$ cat src/rtl/core/cfbp_pkg.sv
// Shared types, codes, tables and helper functions of the configuration frame bit patcher.
package cfbp_pkg;

   localparam int FRAME_WORDS        = 101;
   localparam int ROWS_PER_CLOCK_ROW = 50;
   localparam int SKIP_ENTRIES       = 15;

   typedef logic [1:0] kind_type;
   localparam kind_type KIND_LOAD   = 2'd0;
   localparam kind_type KIND_SET    = 2'd1;
   localparam kind_type KIND_READ   = 2'd2;
   localparam kind_type KIND_LOCATE = 2'd3;

   typedef logic [1:0] status_type;
   localparam status_type STATUS_OK    = 2'd0;
   localparam status_type STATUS_RANGE = 2'd1;
   localparam status_type STATUS_GROUP = 2'd2;

   typedef logic [1:0] reg_index_type;
   localparam reg_index_type REG_FRAME_BASE = 2'd0;
   localparam reg_index_type REG_ANCHOR_ROW = 2'd1;
   localparam reg_index_type REG_ANCHOR_COL = 2'd2;

   localparam logic [5:0] FRAME_BASE_RESET = 6'd26;

   // Major column positions that hold no CLB columns; the last entry is a sentinel.
   localparam logic [15:0] SKIP_COLS [16] = '{
      16'd0,  16'd0,  16'd4,  16'd6,  16'd10, 16'd12, 16'd16, 16'd18,
      16'd25, 16'd27, 16'd40, 16'd45, 16'd47, 16'd51, 16'd53, 16'hFFFF
   };

   typedef struct packed {
      logic [6:0] major_column;
      logic       bottom_half;
      logic       clk_row;
      logic [6:0] word_pos;
   } locate_type;

   // Clock row group of a slice row: row / 50, for rows 0 to 255.
   function automatic logic [2:0] row_group(input logic [7:0] row);
      logic [2:0] g;
      if (row < 8'd50) begin
         g = 3'd0;
      end else if (row < 8'd100) begin
         g = 3'd1;
      end else if (row < 8'd150) begin
         g = 3'd2;
      end else if (row < 8'd200) begin
         g = 3'd3;
      end else if (row < 8'd250) begin
         g = 3'd4;
      end else begin
         g = 3'd5;
      end
      return g;
   endfunction

   // Word offset of a slice row inside a frame; the upper half of a clock row
   // skips the clock word in the middle of the frame.
   function automatic logic [6:0] row_word_pos(input logic [7:0] row);
      logic [7:0] grp_base;
      logic [5:0] r;
      grp_base = 8'(32'(row_group(row)) * ROWS_PER_CLOCK_ROW);
      r = 6'(row - grp_base);
      if (r >= 6'(ROWS_PER_CLOCK_ROW / 2)) begin
         return {r, 1'b1};
      end else begin
         return {r, 1'b0};
      end
   endfunction

endpackage

$ cat src/rtl/core/cfbp_locate.sv
// Maps a slice coordinate to major column, device half, clock row and word offset.
module cfbp_locate (
   input  logic [7:0]           tile_row,
   input  logic [6:0]           tile_col,
   output cfbp_pkg::locate_type loc
);
   import cfbp_pkg::*;

   always_comb begin
      logic [5:0] half_col;
      logic [3:0] skipped;
      logic [2:0] grp;
      half_col = tile_col[6:1];
      skipped  = 4'd0;
      // The skip table is sorted, so counting entries not above the column
      // gives the number of non-CLB columns before it.
      for (int i = 0; i < SKIP_ENTRIES; i++) begin
         if (16'(half_col) >= SKIP_COLS[i]) begin
            skipped = skipped + 4'd1;
         end
      end
      grp = row_group(tile_row);
      loc.major_column = 7'(half_col) + 7'(skipped);
      loc.bottom_half  = (grp < 3'd2);
      loc.clk_row      = (grp == 3'd0) || (grp >= 3'd3);
      loc.word_pos     = row_word_pos(tile_row);
   end

endmodule

$ cat config.mk
export PLATFORM = sky130hd
export DESIGN_NAME = cfbp_locate
export DESIGN_NICKNAME = d
export VERILOG_FILES = /design/src/rtl/core/cfbp_pkg.sv /design/src/rtl/core/cfbp_locate.sv
export SDC_FILE = /design/constraint.sdc
export NUM_CORES = 1
export LEC_CHECK = 0
export BUFFER_PORTS_ARGS = -buffer_cell sky130_fd_sc_hd__clkbuf_2
export CELL_PAD_IN_SITES_DETAIL_PLACEMENT = 0
export CELL_PAD_IN_SITES_GLOBAL_PLACEMENT = 1
export CORE_ASPECT_RATIO = 1.2
export CORE_MARGIN = 2
export CORE_UTILIZATION = 30
export DETAILED_ROUTE_END_ITERATION = 7
export PLACE_DENSITY_LB_ADDON = 0.1
export SLEW_MARGIN = 15
export SYNTH_ARGS = -nofsm -noshare
export SYNTH_HDL_FRONTEND = slang
export SYNTH_SLANG_ARGS = --single-unit
$ cat constraint.sdc
create_clock -name vclk -period 17.4
set_clock_uncertainty 0.05 [all_clocks]
set_input_delay 4.35 -clock vclk [all_inputs]
set_output_delay 4.35 -clock vclk [all_outputs]
set_load 0.1 [all_outputs]
==> results by group, run 1 <==
Pwr
  – Pleak: about 1.1 nW
  – Power consumption: 0.000287 W
  – Max VDD drop: 165 uV
  – Power Density: around 110 nW/um^2

Logic synthesis
  – Syn Inst Count: between 300 and 400
  – Area leader, netlist: ha_1
  – Synthesized area per cell: approximately 7.5 um^2
  – Commonest cells post-synth: 25 x ha_1, 20 x a21oi_1, 20 x nand2_1, 20 x xnor2_1, 19 x nor2_1
  – Adder-Cell Fraction of Synth Area: around 15%
  – Post-synth top area share: between 10% and 20%
  – Post-synth cell types: 79
  – Synth Area in XOR/XNOR: 13.2%
  – Syn Nets: 351
  – Main combinational cell family by area after synthesis: compound AO/OA/AOI/OAI gates
  – Synth area leaders: ha_1 13%, xnor2_1 7.5%, a21oi_1 4.3%, o21ai_0 3.7%, nand2_1 3.2%
  – Post-Syn Area: 2320 um^2
  – Mux share of post-synthesis cell area: less than 1%
  – Yosys Warn Count: 0
  – Most frequent cell after synthesis: ha_1
  – Synth Area in Compound Gates: 36.6%
  – Register area share after synthesis: 0%
  – Simple-gate share of the synthesized area: 26.1%

Clock tree
  – Hold_buf cts: 0
  – Post-CTS setup buffers: 0
  – Post_cts resized: 0

Worst hold path
  – HP Start: tile_row[0]
  – Hold Path End: loc[1]
  – Min-Delay Path Class: primary input to primary output
  – Cell depth of the worst hold path: 2

STA
  – Final Hold Viols: 0
  – Setup TNS: 0 ns
  – Final Max Slew Viols: 0
  – Fraction of the cycle the final worst path needs: around 95%
  – Worst Max-Slew Pin Slew: 0.763 ns
  – Min Tclk post-route: 16.61 ns
  – Slew headroom: about 48%
  – Final setup fails: 0
  – Max Clk Rate: about 60 MHz
  – RSZ-0062 raised after global routing: no

Worst setup path
  – Most used cell, CP: ha_1
  – Setup crit start kind: primary input
  – Critical path buffers and inverters: 4
  – Critical Path End Type: primary output
  – CP required: roughly 13 ns
  – Worst path slowest cell: or3_1
  – Delay-heaviest family, CP: simple AND/OR/NAND/NOR gates
  – Slowest cell delay on critical path: between 0.3 and 0.4 ns
  – Worst-path fanout max: 26
  – Arrival time worst endpoint: about 12 ns
  – Setup Crit Path Kind: primary input to primary output

Floorplanning
  – I/O pins: 31
  – DIE HEIGHT: roughly 100 um
  – Die Area: between 8000 and 9000 um^2
  – Core area: 7580 um^2
  – Chip width: 84.3 um
  – Effective utilization at floorplan: 30.7%
  – # rows: 35

Routing
  – Initial DRT Pass Iterations: 4
  – Vias per cell: between 5 and 6
  – DRC violations left: 0
  – Iter 0 DRT Violations: 47
  – Drt wl/cell: 16.1 um
  – Post-route ant nets: 0
  – Total wire length: slightly below 7000 um
  – Via count: ~2400

Flow run
  – Max-cap viol count: 0

Cells and area
  – Layout cells sized above 1: 19.9%
  – Final Net Count: 375
  – Finished Layout Cells: 423
  – Multi-input gate area: about 2100 um^2
  – Fillers: 831
  – ANT cells: 0
  – Area Growth Syn to Fin: 9.64%
  – Sequential cells: 0
  – Area occupied by registers: 0 um^2
  – # clk buffers: 0

GRT
  – Initial antenna violation count: 0
  – Overall Global Routing Usage: 16.5%
  – Remaining Overflow, GRT: 0
  – First-pass GRT wire length: roughly 12000 um
  – Pin count of the biggest net entering global routing: 33
  – Vias in the first global route: approximately 2400

Placement
  – GP Congestion: around 0.76
  – Port bufs: 30
  – Placed instance count: between 400 and 500
  – DP HPWL: between 5000 and 6000 um

Outcome
  – Status: finished, final reports clean
==> routing by layer <==
layer / track usage, % / share of wire [%] / vias to the layer above
met2: 33.5 / 53 / 32
met3: 0.329 / 2.3 / 0
met5: 0 / 0 / -
met4: 0 / 0 / 0
met1: 20.5 / 44 / 1138
li1: - / - / 1206
==> area by class of cell <==
type	instances	area share (%)
multi-input combinational	274	83.9
inverter	20	2.95
timing repair buffer	37	8.65
tap	92	4.52
==> cell usage in the layout (no fill, tap or decap), types with 8 or more instances in the layout <==
cell	n
inv_1	18
clkbuf_2	28
o21a_1	8
nand3_1	13
nand2_1	20
o21ai_0	17
a21oi_1	20
xor2_1	8
xnor2_1	20
ha_1	25
buf_4	8
nor2_1	19
==> metrics by stage <==
| stage | setup slack, ns | hold slack, ns | utilization [%] | instance area (um^2) |
|---|---|---|---|---|
| finish | 0.794 | 9.09 | 33.6 | 2550 |
| global route | 0.0530 | 9.10 | 33.6 | 2550 |
| CTS | 0.682 | 9.10 | 33.6 | 2550 |
| detailed placement | 0.724 | 9.09 | 33.6 | 2550 |
| global placement | 0.654 | 9.09 | 33.6 | 2550 |
| floorplan | 0.232 | 8.86 | - | 2320 |
==> cell families (layout without fill, tap and decap cells) <==
family	Yosys count	after routing
compound gates	109	109
xor+xnor	31	31
fa+ha+maj	27	27
buf+inv	35	57
mux	2	2
simple gates	105	105
==> power by group <==
part	internal, W	leakage [nW]	total [W]	switching [W]
Clock	0	0	0	0
Combinational	0.0000780	1.11	0.000287	0.000209
Sequential	0	0	0	0
Total	0.0000780	1.11	0.000287	0.000209
==> how the worst max path moves through the flow <==
stage                start      end  slack [ns]  cells past startpoint
2_1_floorplan  tile_col[5]  loc[14]        0.23                     40
3_3_place_gp   tile_col[5]  loc[14]        0.65                     41
3_5_place_dp   tile_col[5]  loc[14]        0.72                     41
4_1_cts        tile_col[5]  loc[14]        0.68                     41
5_1_grt        tile_col[5]  loc[14]        0.05                     41
6_report       tile_col[5]  loc[14]        0.79                     41
Power figures use the tool's default switching activity.
==> run 2: changes to the inputs <==
--- a/config.mk
+++ b/config.mk
@@ -5,8 +5,8 @@
 export SDC_FILE = /design/constraint.sdc
 export NUM_CORES = 1
 export LEC_CHECK = 0
-export BUFFER_PORTS_ARGS = -buffer_cell sky130_fd_sc_hd__clkbuf_2
-export CELL_PAD_IN_SITES_DETAIL_PLACEMENT = 0
+export BUFFER_PORTS_ARGS = -buffer_cell sky130_fd_sc_hd__buf_2
+export CELL_PAD_IN_SITES_DETAIL_PLACEMENT = 1
 export CELL_PAD_IN_SITES_GLOBAL_PLACEMENT = 1
 export CORE_ASPECT_RATIO = 1.2
 export CORE_MARGIN = 2
==> results by group, run 2 (synthesized netlist as in run 1, its figures left out) <==
Floorplanning
  – DIE HEIGHT: 100 um (unchanged)
  – Core area: 7580 um^2 (unchanged)
  – # rows: 35 (unchanged)
  – I/O pins: 31 (unchanged)
  – Chip width: 84.3 um (unchanged)
  – Die Area: 8460 um^2 (unchanged)
  – Effective utilization at floorplan: 30.7% (unchanged)

Worst hold path
  – HP Start: tile_row[0]
  – Min-Delay Path Class: primary input to primary output

Cells and area
  – ANT cells: 0 (unchanged)
  – Finished Layout Cells: 422 (-0.24%)
  – Design Area, Final: 2540 um^2 (-0.39%)
  – Area Growth Syn to Fin: 9.21%
  – Area occupied by registers: 0 um^2 (unchanged)
  – Fillers: 940 (+13%)
  – Final Net Count: 374 (-0.27%)
  – Sequential cells: 0 (unchanged)
  – # clk buffers: 0 (unchanged)
  – Most common cell after layout, fill and taps aside: buf_2
  – Most frequent cells in the layout: 29 x buf_2, 25 x ha_1, 20 x xnor2_1, 20 x nand2_1, 20 x a21oi_1
  – Layout cells sized above 1: 19.7% (-0.24 points)

GRT
  – Overall Global Routing Usage: 17.1% (+0.58 points)
  – Initial antenna violation count: 0 (unchanged)
  – Pin count of the biggest net entering global routing: 33 (unchanged)
  – First-pass GRT wire length: 12200 um (+3.0%)
  – Remaining Overflow, GRT: 0 (unchanged)
  – Vias in the first global route: 2450 (+3.9%)

Routing
  – Via count: 2412 (+1.5%)
  – Drt wl/cell: 16.9 um (+4.8%)
  – Post-route ant nets: 0 (unchanged)
  – Total wire length: 7140 um (+4.6%)
  – Initial DRT Pass Iterations: 4 (unchanged)
  – DRC violations left: 0 (unchanged)
  – Iter 0 DRT Violations: 80 (+70%)
  – Vias per cell: 5.72 (+1.8%)

Worst setup path
  – Critical Path End Type: primary output
  – Setup crit start kind: primary input
  – Most used cell, CP: ha_1
  – Slowest cell delay on critical path: 0.44 ns (+0.08 ns)
  – Crit path launch: tile_col[5]
  – Worst-path fanout max: 6 (-77%)
  – Setup Crit Path Kind: primary input to primary output
  – Delay-heaviest family, CP: simple AND/OR/NAND/NOR gates
  – Critical path buffers and inverters: 3 (-1)
  – Arrival time worst endpoint: 12.36 ns (+0.15 ns)
  – CP required: 13.00 ns (about the same)
  – Worst path slowest cell: buf_2

STA
  – Final setup fails: 0 (unchanged)
  – Hold Slack: 9.03 ns (-0.0629 ns)
  – Slew headroom: 44.4% (-4.1 points)
  – Setup TNS: 0 ns (unchanged)
  – Final Max Slew Viols: 0 (unchanged)
  – Final Hold Viols: 0 (unchanged)
  – Max Clk Rate: 59.7 MHz (-0.89%)
  – RSZ-0062 raised after global routing: no
  – Fraction of the cycle the final worst path needs: 96.3% (+0.86 points)
  – Min Tclk post-route: 16.76 ns (+0.150 ns)
  – Worst Max-Slew Pin Slew: 0.824 ns (+0.0611 ns)

Outcome
  – Status: finished, final reports clean

Placement
  – Placed instance count: 422 (-0.24%)
  – Port bufs: 30 (unchanged)
  – DP HPWL: 5890 um (+7.1%)
  – Area after DPL: 2540 um^2 (-0.39%)
  – GP Congestion: 0.743 (-2.9%)

Clock tree
  – Post_cts resized: 0 (unchanged)
  – Post-CTS setup buffers: 0 (unchanged)
  – Hold_buf cts: 0 (unchanged)

Pwr
  – Power Density: 114 nW/um^2 (+0.76%)
  – Power consumption: 0.000288 W (+0.36%)
  – Pleak: 1.10 nW (-1.0%)
  – Max VDD drop: 174 uV (+5.7%)

Flow run
  – Max-cap viol count: 0 (unchanged)
## run 2: changes by cell type in the layout (fill, tap and decap cells not counted), sizes merged
cell and delta:
buf +27, clkbuf -28
## run 2: routing by layer
layer  GRT usage [%]  wire [um]  vias to the layer above
met1            20.9       3130                     1179
met2            34.7       3840                       26
met5               0          0                        -
met4           0.868         42                        0
met3           0.164        126                        4
li1                -          -                     1203
## run 2: cell type report
cell class,instances,area (um^2),area share [%]
Timing Repair Buffer,36,210,8.29
Inverter,20,75.1,2.96
Multi-Input combinational cell,274,2140,84.2
Tap cell,92,115,4.54
## run 2: where the power goes
| part | internal (W) | switching [W] |
|---|---|---|
| Clock | 0 | 0 |
| Sequential | 0 | 0 |
| Combinational | 0.0000777 | 0.000211 |
| Total | 0.0000777 | 0.000211 |
## run 2: worst paths after layout
kind,endpoint,slack [ns],cells after the start
worst max-delay path,loc[13],0.64,39
worst min-delay path,loc[1],9.03,2
## run 2: per-stage QoR
step	utilization [%]	setup WS (ns)
6_report	33.5	0.645
4_1_cts	33.5	0.574
3_3_place_gp	33.5	0.653
2_1_floorplan	-	0.232
3_5_place_dp	33.5	0.618
5_1_grt	33.5	0.116
==> run 3: changes to the inputs <==
--- a/config.mk
+++ b/config.mk
@@ -5,7 +5,7 @@
 export SDC_FILE = /design/constraint.sdc
 export NUM_CORES = 1
 export LEC_CHECK = 0
-export BUFFER_PORTS_ARGS = -buffer_cell sky130_fd_sc_hd__buf_2
+export BUFFER_PORTS_ARGS = -buffer_cell sky130_fd_sc_hd__buf_4
 export CELL_PAD_IN_SITES_DETAIL_PLACEMENT = 1
 export CELL_PAD_IN_SITES_GLOBAL_PLACEMENT = 1
 export CORE_ASPECT_RATIO = 1.2
==> results by group, run 3 (synthesized netlist as in run 1, its figures left out) <==
Outcome
  – Status: finished, final reports clean

Floorplanning
  – Die Area: 8460 um^2 (unchanged)
  – I/O pins: 31 (unchanged)
  – Effective utilization at floorplan: 30.7% (unchanged)
  – Chip width: 84.3 um (unchanged)
  – Core area: 7580 um^2 (unchanged)
  – # rows: 35 (unchanged)
  – DIE HEIGHT: 100 um (unchanged)

Cells and area
  – Layout cells sized above 1: 19.7% (unchanged)
  – Fillers: 953 (+1.4%)
  – ANT cells: 0 (unchanged)
  – # clk buffers: 0 (unchanged)
  – Area occupied by registers: 0 um^2 (unchanged)
  – Most common cell after layout, fill and taps aside: buf_4
  – Most frequent cells in the layout: 36 x buf_4, 25 x ha_1, 20 x xnor2_1, 20 x nand2_1, 20 x a21oi_1
  – Finished Layout Cells: 422 (unchanged)
  – Area Growth Syn to Fin: 11.8%
  – Design Area, Final: 2600 um^2 (+2.4%)
  – Fin util: 34.3% (+0.79 points)
  – Sequential cells: 0 (unchanged)
  – Final Net Count: 374 (unchanged)

Pwr
  – Power Density: 113 nW/um^2 (-0.22%)
  – Pleak: 1.12 nW (+1.9%)
  – Max VDD drop: 180 uV (+3.3%)
  – Power consumption: 0.000294 W (+2.1%)

Routing
  – Iter 0 DRT Violations: 89 (+11%)
  – Vias per cell: 5.65 (-1.2%)
  – Post-route ant nets: 0 (unchanged)
  – DRC violations left: 0 (unchanged)
  – Drt wl/cell: 16.4 um (-2.8%)
  – Initial DRT Pass Iterations: 4 (unchanged)
  – Total wire length: 6940 um (-2.8%)
  – Via count: 2384 (-1.2%)

GRT
  – Remaining Overflow, GRT: 0 (unchanged)
  – Pin count of the biggest net entering global routing: 33 (unchanged)
  – Vias in the first global route: 2484 (+1.4%)
  – Initial antenna violation count: 0 (unchanged)
  – First-pass GRT wire length: 12100 um (-0.61%)
  – Overall Global Routing Usage: 16.9% (-0.24 points)

Worst setup path
  – Slowest cell delay on critical path: 0.37 ns (-0.07 ns)
  – Arrival time worst endpoint: 12.22 ns (-0.14 ns)
  – Worst path slowest cell: or3_1
  – Worst-path fanout max: 26 (+20)
  – Critical Path Sink: loc[14]
  – Setup crit start kind: primary input
  – Crit path launch: tile_col[5]
  – Critical Path End Type: primary output
  – Setup Crit Path Kind: primary input to primary output
  – Most used cell, CP: ha_1
  – CP required: 13.00 ns (about the same)

STA
  – Worst Max-Slew Pin Slew: 0.745 ns (-0.0793 ns)
  – Final Hold Viols: 0 (unchanged)
  – Min Tclk post-route: 16.62 ns (-0.140 ns)
  – Final setup fails: 0 (unchanged)
  – Final Max Slew Viols: 0 (unchanged)
  – RSZ-0062 raised after global routing: no
  – Fraction of the cycle the final worst path needs: 95.5% (-0.81 points)
  – Setup TNS: 0 ns (unchanged)
  – Max Clk Rate: 60.2 MHz (+0.84%)
  – Slew headroom: 49.7% (+5.4 points)

Placement
  – Placed instance count: 422 (unchanged)
  – GP Congestion: 0.778 (+4.7%)
  – Area after DPL: 2600 um^2 (+2.4%)
  – Port bufs: 30 (unchanged)
  – DP HPWL: 5680 um (-3.6%)

Clock tree
  – Hold_buf cts: 0 (unchanged)
  – Post_cts resized: 0 (unchanged)
  – Post-CTS setup buffers: 0 (unchanged)

Worst hold path
  – Min-Delay Path Class: primary input to primary output

Flow run
  – Max-cap viol count: 0 (unchanged)
==> run 3: worst min path at each step <==
stage / startpoint / to / slack, ns / cells past startpoint
after floorplan: tile_row[0] / loc[1] / 8.86 / 1
after global placement: tile_row[0] / loc[1] / 8.98 / 2
after detailed placement: tile_row[0] / loc[1] / 8.98 / 2
after CTS: tile_row[0] / loc[1] / 8.98 / 2
after global routing: tile_row[0] / loc[1] / 8.99 / 2
final: tile_row[0] / loc[1] / 8.98 / 2
==> run 3: cell type report <==
cell class | instances | area (um^2) | area share (%)
Inverter | 20 | 75.1 | 2.89
Multi-Input combinational cell | 274 | 2140 | 82.3
Tap cell | 92 | 115 | 4.43
Timing Repair Buffer | 36 | 270 | 10.4
==> run 3: metrics by stage <==
step,hold WS (ns),setup slack [ns]
5_1_grt,8.99,0.147
4_1_cts,8.98,0.744
3_5_place_dp,8.98,0.769
6_report,8.98,0.785
3_3_place_gp,8.98,0.755
2_1_floorplan,8.86,0.232
==> run 3: worst max-delay path, delay by kind of cell <==
kind	cells	cell delay, ns
AO/OA/AOI/OAI	10	1.95
XOR/XNOR	5	0.80
adder cells (fa/ha/maj)	7	2.11
AND/OR/NAND/NOR	14	2.17
buffers and inverters	4	0.83
==> run 3: where the power goes <==
group,internal (W),total [W],switching [W],leakage [nW]
Sequential,0,0,0,0
Clock,0,0,0,0
Combinational,0.0000848,0.000294,0.000210,1.12
==> run 3: layer usage <==
metal  up-vias  GRT usage, %  part of all wire [%]
met2        26          34.2                    54
met3         6         0.247                   1.3
li1       1206             -                     -
met1      1146          20.3                    44
met4         0          1.61                   1.1
met5         -             0                     0
